$ cat src/design/lpp_pkg.sv
// Shared constants, types and helpers of the loop path lookahead planner.
`timescale 1ns / 1ps
package lpp_pkg;

  localparam int MAX_POINTS = 1024;
  localparam int SLOT_W     = $clog2(MAX_POINTS);
  localparam int PL_W       = 11;
  localparam int MAX_AHEAD  = 64;
  localparam int CNT_W      = 7;
  localparam int COORD_BITS = 24;
  localparam int CB         = COORD_BITS;
  localparam int DW         = CB + 1;
  localparam int Q_W        = 16;
  localparam int SQ_W       = 2 * CB;
  localparam int R_W        = CB + 1;
  localparam int P_W        = CB + 2;
  localparam int FRAC       = 29;
  localparam int NUM_W      = 2 * ((P_W + FRAC + 1) / 2);
  localparam int RT_W       = NUM_W / 2;
  localparam int STEP_W     = $clog2(NUM_W + 1);
  localparam int ADDR_W     = 5;
  localparam int REG_IDX_W  = 3;

  localparam logic [Q_W-1:0]  Q_MAX      = 16'h7fff;
  localparam logic [1:0]      STAT_PATH  = 2'd0;
  localparam logic [1:0]      STAT_DOCK  = 2'd1;
  localparam logic [1:0]      STAT_NOPATH = 2'd2;

  localparam logic [REG_IDX_W-1:0] REG_PATH_LEN = 3'd0;
  localparam logic [REG_IDX_W-1:0] REG_AHEAD    = 3'd1;
  localparam logic [REG_IDX_W-1:0] REG_LOOP     = 3'd2;
  localparam logic [REG_IDX_W-1:0] REG_MARGIN   = 3'd3;
  localparam logic [REG_IDX_W-1:0] REG_DOCK_X   = 3'd4;
  localparam logic [REG_IDX_W-1:0] REG_DOCK_Y   = 3'd5;

  typedef enum logic [1:0] {K_LOAD, K_NOPATH, K_DOCK, K_PLAN} cmd_kind_t;

  typedef struct packed {
    cmd_kind_t              kind;
    logic [SLOT_W-1:0]      slot;
    logic signed [CB-1:0]   sx;
    logic signed [CB-1:0]   sy;
    logic signed [Q_W-1:0]  sqz;
    logic signed [Q_W-1:0]  sqw;
    logic signed [CB-1:0]   gx;
    logic signed [CB-1:0]   gy;
    logic signed [Q_W-1:0]  gqz;
    logic signed [Q_W-1:0]  gqw;
  } cmd_t;

  typedef struct packed {
    logic [PL_W-1:0]        path_len;
    logic [CNT_W-1:0]       ahead;
    logic                   loop_mode;
    logic [PL_W-1:0]        margin;
    logic signed [CB-1:0]   dock_x;
    logic signed [CB-1:0]   dock_y;
  } cfg_t;

  typedef struct packed {
    logic                   start;
    logic signed [DW-1:0]   dx;
    logic signed [DW-1:0]   dy;
  } head_req_t;

  typedef struct packed {
    logic                   done;
    logic signed [Q_W-1:0]  qz;
    logic signed [Q_W-1:0]  qw;
  } head_rsp_t;

  function automatic logic [PL_W-1:0] eff_len(logic [PL_W-1:0] len);
    return (len > PL_W'(MAX_POINTS)) ? PL_W'(MAX_POINTS) : len;
  endfunction

  function automatic logic [SLOT_W-1:0] next_slot(logic [SLOT_W-1:0] s,
                                                  logic [PL_W-1:0] n);
    logic [PL_W-1:0] inc;
    inc = PL_W'(s) + PL_W'(1);
    return (inc >= n) ? '0 : inc[SLOT_W-1:0];
  endfunction

  function automatic logic [CB-1:0] mag(logic signed [DW-1:0] v);
    return v[DW-1] ? CB'(-v) : CB'(v);
  endfunction

endpackage

$ cat src/design/lpp_front.sv
// Front end: accepts input transactions, classifies them and queues commands.
`timescale 1ns / 1ps
module lpp_front (
  input  logic                       clk,
  input  logic                       rst_n,
  input  lpp_pkg::cfg_t              cfg,
  input  logic                       in_valid,
  output logic                       in_ready,
  input  logic                       in_req_type,
  input  logic [lpp_pkg::SLOT_W-1:0] in_point_index,
  input  logic signed [lpp_pkg::CB-1:0]  in_start_x,
  input  logic signed [lpp_pkg::CB-1:0]  in_start_y,
  input  logic signed [lpp_pkg::Q_W-1:0] in_start_qz,
  input  logic signed [lpp_pkg::Q_W-1:0] in_start_qw,
  input  logic signed [lpp_pkg::CB-1:0]  in_goal_x,
  input  logic signed [lpp_pkg::CB-1:0]  in_goal_y,
  input  logic signed [lpp_pkg::Q_W-1:0] in_goal_qz,
  input  logic signed [lpp_pkg::Q_W-1:0] in_goal_qw,
  output logic                       q_valid,
  input  logic                       q_ready,
  output lpp_pkg::cmd_t              q_cmd
);
  import lpp_pkg::*;

  cmd_t       fifo_r [2];
  logic       wp_r, rp_r;
  logic [1:0] cnt_r;
  cmd_t       cmd;
  logic       push, pop;

  always_comb begin
    cmd.slot = in_point_index;
    cmd.sx   = in_start_x;
    cmd.sy   = in_start_y;
    cmd.sqz  = in_start_qz;
    cmd.sqw  = in_start_qw;
    cmd.gx   = in_goal_x;
    cmd.gy   = in_goal_y;
    cmd.gqz  = in_goal_qz;
    cmd.gqw  = in_goal_qw;
    if (!in_req_type) begin
      cmd.kind = K_LOAD;
    end else if (cfg.path_len == '0) begin
      cmd.kind = K_NOPATH;
    end else if (in_goal_x == cfg.dock_x && in_goal_y == cfg.dock_y) begin
      cmd.kind = K_DOCK;
    end else begin
      cmd.kind = K_PLAN;
    end
  end

  assign in_ready = (cnt_r != 2'd2);
  assign push     = in_valid && in_ready;
  assign q_valid  = (cnt_r != 2'd0);
  assign pop      = q_valid && q_ready;
  assign q_cmd    = fifo_r[rp_r];

  always_ff @(posedge clk) begin
    if (push) begin
      fifo_r[wp_r] <= cmd;
    end
    if (!rst_n) begin
      wp_r  <= 1'b0;
      rp_r  <= 1'b0;
      cnt_r <= 2'd0;
    end else begin
      if (push) wp_r <= ~wp_r;
      if (pop)  rp_r <= ~rp_r;
      cnt_r <= cnt_r + {1'b0, push} - {1'b0, pop};
    end
  end
endmodule

$ cat config.mk
export PLATFORM = sky130hd
export DESIGN_NAME = lpp_front
export DESIGN_NICKNAME = d
export VERILOG_FILES = /design/src/design/lpp_pkg.sv /design/src/design/lpp_front.sv
export SDC_FILE = /design/constraint.sdc
export NUM_CORES = 1
export LEC_CHECK = 0
export CAP_MARGIN = 10
export CORE_AREA = 4 4 163 165
export DETAILED_ROUTE_END_ITERATION = 16
export DIE_AREA = 0 0 167 169
export DONT_BUFFER_PORTS = 1
export PLACE_DENSITY = 0.68
export RECOVER_POWER = 25
export SYNTH_ARGS = -nofsm -noshare
export SYNTH_HDL_FRONTEND = slang
export SYNTH_SLANG_ARGS = --single-unit
$ cat constraint.sdc
create_clock -name clk -period 11.2 [get_ports clk]
set_clock_uncertainty 0.2 [all_clocks]
set_input_delay 0.56 -clock clk [delete_from_list [all_inputs] [get_ports clk]]
set_output_delay 0.56 -clock clk [all_outputs]
set_load 0.005 [all_outputs]
=== Yosys cells after proc, flatten, opt, wreduce, memory -nomap -nowiden ===
Memory sizes are Yosys's and may differ from the RTL's. A register that Yosys moved wholly into a read port is not among the register bits.
Cells that the tools add are included.

* Add/subtract/negate cells: 2
* Equality and inequality tests: 3
* Mux-type cells: 7
* Bitwise operators: 2
* Reduce and logical (&&, ||, !) cells: 5

{| class="wikitable"
|+ Operator list
! kind !! count
|-
| 24-bit equality test || 2
|-
| 11-bit zero test || 1
|-
| 1-bit 2-to-1 mux || 5
|-
| 2-bit 2-to-1 mux || 2
|-
| 1-bit logical AND || 3
|-
| 2-bit by 1-bit adder with 2-bit output || 1
|-
| 2-bit != test, second input constant || 1
|-
| 1-bit inverter || 2
|-
| 2-bit nonzero test || 1
|-
| 2-bit by 1-bit subtractor with 2-bit output || 1
|}

* Register bits after elaboration: 4
* Bits in writable memories: 344
* Input port bits: 253
* Output and inout port bits: 174
* Logic and storage cells: 23
* Memories kept: 1

{| class="wikitable"
|+ Memories
! name !! words !! width !! rd ports !! clocked after memory_dff !! wr ports !! RTL line !! text
|-
| fifo_r || 2 || 172 || 1 || 1 || 1 || lpp_front.sv:25 || <nowiki>cmd_t fifo_r [2];</nowiki>
|}

=== Depth between registers and ports, before layout ===
* Word-level depth: 5
* Depth in mapped cells: 8
* Gate-level depth less buffers: 8

=== Worst setup path after synthesis ===
Ideal clock, no wire load.

* Kind: input port to flip-flop
* From: in in_valid
* To: mem fifo_r[0][0] in the netlist's numbering, enable pin
* Library setup time: 0.707 ns
* Data arrival time: 7.799 ns
* Required time: 10.293 ns
* Setup slack: 2.494 ns
* Cell stages on the path: 2
* Buffers on the path: 0
* Cell sequence: nand2_1 nor2_1

* Word-level cells in the longest chain between the ends: 3

{| class="wikitable"
|+ Ends and longest elaborated chain
! element !! RTL line !! text
|-
| start, declared || lpp_front.sv:7 || <nowiki>input logic in_valid,</nowiki>
|-
| 1-bit logical AND || lpp_front.sv:53 || <nowiki>assign push = in_valid && in_ready;</nowiki>
|-
| 1-bit 2-to-1 mux || lpp_front.sv:59 || <nowiki>if (push) begin</nowiki>
|-
| 1-bit 2-to-1 mux (not written as such) || lpp_front.sv:60 || <nowiki>fifo_r[wp_r] <= cmd;</nowiki>
|-
| end, declared || lpp_front.sv:25 ||
|}

Every way passes these cells.

==> results_tabular.tex <==
\begin{tabular}{lr}
\hline
Metric & Value \\
\hline
\multicolumn{2}{l}{\textbf{Die}} \\
Initial cell density of the core & 0.5258 \\
Die outline area & roughly 0.028 mm² \\
Die Span Y & 169 µm \\
Total I/O pin count & around 430 \\
Die W & between 150 and 200 µm \\
Area of the placeable core & between 0.02 and 0.03 mm² \\
Number of rows created at floorplan & 58 \\
\multicolumn{2}{l}{\textbf{Worst hold path}} \\
Count of cells along the worst hold path & 1 \\
Kind of path behind the tightest hold check & input port to register \\
\multicolumn{2}{l}{\textbf{Timing}} \\
Highest achievable clock rate & between 300 and 400 MHz \\
Final hold vios & 0 \\
Final number of setup-violating endpoints & 0 \\
Worst slew margin & 0.2287 \\
Post-route clock period utilization & 0.2829 \\
Worst Tran Pin Value & between 1000 and 1500 ps \\
Aggregate negative setup slack & 0 ps \\
RSZ-0062 raised after global routing & false \\
Max-slew violation count & 0 \\
Period minus WS final & between 3000 and 4000 ps \\
Worst Slack Setup Final & between 8000 and 9000 ps \\
\multicolumn{2}{l}{\textbf{Global route}} \\
Pin count of the biggest net entering global routing & 89 \\
Sum of overflow across all layers after global routing & 0 \\
Vias in the first global route & roughly 7300 \\
Global router's overall resource usage & 0.1989 \\
Initial antenna violation count & 2 \\
First-pass GRT wire length & approximately 43000 µm \\
\multicolumn{2}{l}{\textbf{Worst setup path}} \\
CP Max Fanout & slightly below 90 \\
CP max-delay cell & sky130\_fd\_sc\_hd\_\_buf\_4 \\
Terminus of the critical flop-to-flop path & fifo\_r[0][160] \\
Critical Path End Type & output pin \\
Cell-by-cell trace of the critical path & buf\_4 > mux2\_2 \\
Cell class contributing the biggest share of worst-path delay & buffers and inverters \\
Reg-to-reg setup timing slack & a little over 8000 ps \\
Worst path arrival time & 2410 ps \\
Kind of critical path & register to output pin \\
Worst path required time & $\sim$10000 ps \\
Crit start category & register \\
Number of gates on the worst path with buffers counted & 2 \\
Longest individual stage delay on the worst path & slightly below 900 ps \\
Crit path capture & q\_cmd[110] \\
Startpoint of the worst register-to-register path & cnt\_r[0] \\
Worst r2r path cells & 4 \\
Worst path bufs/invs & 1 \\
\multicolumn{2}{l}{\textbf{Clock network}} \\
Clock-pin transition on the worst setup and hold timing paths & 60 ps \\
Buffer count from post-CTS setup fixing & 0 \\
Worst-Skew Late Latency & between 400 and 500 ps \\
TritonCTS clock tree & yes \\
H-tree depth & 2 \\
CTS root buffer & sky130\_fd\_sc\_hd\_\_clkbuf\_16 \\
Quantity of hold-fixing buffers added after cts & about 170 \\
Number of buffers on the longest clock path & 3 \\
Post-CTS resize count & 0 \\
Total CTS buffers & 36 \\
Number of sinks handled by clock tree synthesis & 349 \\
\multicolumn{2}{l}{\textbf{Routing}} \\
DRC violations left & 0 \\
Post-DRT Antenna Nets & 0 \\
Router iterations before antenna repair & 4 \\
Via count of the routed design & roughly 6500 \\
Starting DRT DRC Count & 543 \\
WL final & 29350 µm \\
Mean number of vias per cell & between 5 and 6 \\
Routed length per instance & approximately 25 µm \\
\multicolumn{2}{l}{\textbf{Power and ir drop}} \\
Share of total power in sequential cells & 0.492 \\
NetSw & approximately 830 µW \\
Leakage power of the design & approximately 0.0054 µW \\
Relative contribution of combinational cells to total power & 0.178 \\
Total power & approximately 3400 µW \\
Sw Share & 0.2441 \\
Share of power burned in the clock network & 0.330 \\
PwrDens & $\sim$210 mW/mm² \\
Max rail drop VDD & 0.1399 mV \\
Internal Pwr Total & 2558 µW \\
\multicolumn{2}{l}{\textbf{Synthesis}} \\
Unique masters post-synth & 23 \\
Area share of xor/xnor cells in the synthesized design & 0.03393 \\
Average footprint of a synthesized cell & about 21 µm² \\
Number of cells produced by synthesis & approximately 630 \\
Adder-cell area share of the yosys netlist & 0.001901 \\
Synthesized Nets & approximately 900 \\
Synth warnings & 0 \\
Post-synthesis share of cell area spent on and, or, nand and nor gates & 0.01606 \\
Synth Area in Compound Gates & 0.001236 \\
Post-Synthesis Cell Area & 0.01317 mm² \\
Proportion of synthesized chip area in sequential cells & 0.7922 \\
Dominant combinational cell family by area after synthesis & multiplexers \\
Number of register bits inferred by synthesis & approximately 350 \\
Mux contribution to synthesized area & 0.1471 \\
\multicolumn{2}{l}{\textbf{Place}} \\
Gp weighted congestion & between 0.7 and 0.8 \\
Number of placed instances, taps included & about 950 \\
DP Wirelength & between 15000 and 20000 µm \\
Area after detailed placement & around 0.014 mm² \\
Total of buffers placed on input and output ports & 0 \\
DP Worst Slack & a little over 8000 ps \\
\multicolumn{2}{l}{\textbf{Layout}} \\
Total number of nets in the final design & roughly 1100 \\
Area of all placed cells without fillers & 0.01636 mm² \\
Layout overhead on the synthesized area & 24.28\% \\
Share of cells above drive strength 1 & 0.2695 \\
Final instance count without filler cells & approximately 1200 \\
\multicolumn{2}{l}{\textbf{Outcome}} \\
Outcome & finished, final reports clean \\
\multicolumn{2}{l}{\textbf{Flow run}} \\
Number of max-cap violations & 0 \\
\hline
\end{tabular}
-- worst register-to-register path, stage by stage (launching register included) --
cell                       delay (ps)
sky130_fd_sc_hd__dfxtp_1          340
sky130_fd_sc_hd__nand2b_1         190
sky130_fd_sc_hd__nand2_1          150
sky130_fd_sc_hd__nor2_4           760
sky130_fd_sc_hd__buf_4            950
-- final cells by class --
cell class / instances / area, µm²
Inverter: 1 / 3.754
Timing Repair Buffer: 177 / 1757
Tap cell: 330 / 412.9
Multi-Input combinational cell: 259 / 2649
Sequential cell: 349 / 10430
Antenna cell: 2 / 5.005
Fill cell: 1624 / 8675
Clock buffer: 42 / 944.7
Clock inverter: 18 / 156.4
-- power by group through the flow --
stage          Sequential, µW  Combinational, µW  Clock [µW]
2_1_floorplan            1710                426           0
3_3_place_gp             1680                535           0
3_5_place_dp             1690                548           0
4_1_cts                  1660                611        1130
5_1_grt                  1680                642        1210
6_report                 1660                603        1120
-- cells in the mapped netlist (all sizes together) --
cell type  instances  area [µm²]
and2               5       31.28
nor4              11       90.08
nand2b             1       6.260
or2                1       6.260
nor2               1       3.750
xnor2             19       166.4
nand4              5       31.28
buf               19       95.09
nand2              1       3.750
nand3              3       15.01
nor3               1       5.000
ha                 2       25.02
and3               1       6.260
o21a               1       7.510
o31a               1       8.760
dfxtp              5       100.1
nor2b              2       12.51
xor2              32       280.3
mux2             172        1937
edfxtp           344       10330
inv                1       3.750
-- cell families after synthesis --
| family | count (synthesis) |
|---|---|
| AOI/OAI and AO/OA | 2 |
| muxes | 172 |
| and+or+nand+nor | 32 |
| DFF | 349 |
| adders and majority gates | 2 |
| buffers and inverters | 20 |
| xor gates and xnor gates | 51 |
-- flip-flops by register name, summed over array words and instances, names as in the netlist, named ones only --
name / count
cnt_r: 2
fifo_r: 344
rp_r: 1
wp_r: 1
-- metrics by stage --
| stage | hold slack (ps) | util |
|---|---|---|
| 2_1_floorplan | 304.2 | - |
| 3_3_place_gp | 324.7 | 0.5410 |
| 3_5_place_dp | 369.7 | 0.5410 |
| 4_1_cts | 5.657 | 0.6533 |
| 5_1_grt | 8.901 | 0.6535 |
| 6_report | 36.07 | 0.6535 |
-- placed cells by master, fill, tap and decap left out, drive strengths merged, types with 5 or more instances in the layout --
master       netlist  final
edfxtp           344    344
mux2             172    172
xnor2             19     19
dlygate4sd3        0    171
clkinv             0     13
and2               5      5
nand4              5      5
xor2              32     32
dfxtp              5      5
clkbuf             0     42
nor4              11     11
buf               19      6
-- worst min path at each step --
stage	from	end	slack [ps]
floorplan	rp_r	register	300
CTS	rst_n	rp_r	6
finish	rst_n	rp_r	40
global route	rst_n	rp_r	9
detailed placement	rp_r	register	370
global placement	rp_r	rp_r	320
-- layer usage --
layer  GRT usage  vias up  share of wire  wire length, µm
met5           0        -              0                0
met3     0.06866       60          0.098             2887
met1      0.2270     3189           0.35            10200
li1            -     2861              -                -
met4     0.07257        0          0.034              989
met2      0.3492      369           0.52            15270
Power figures use the tool's default switching activity.
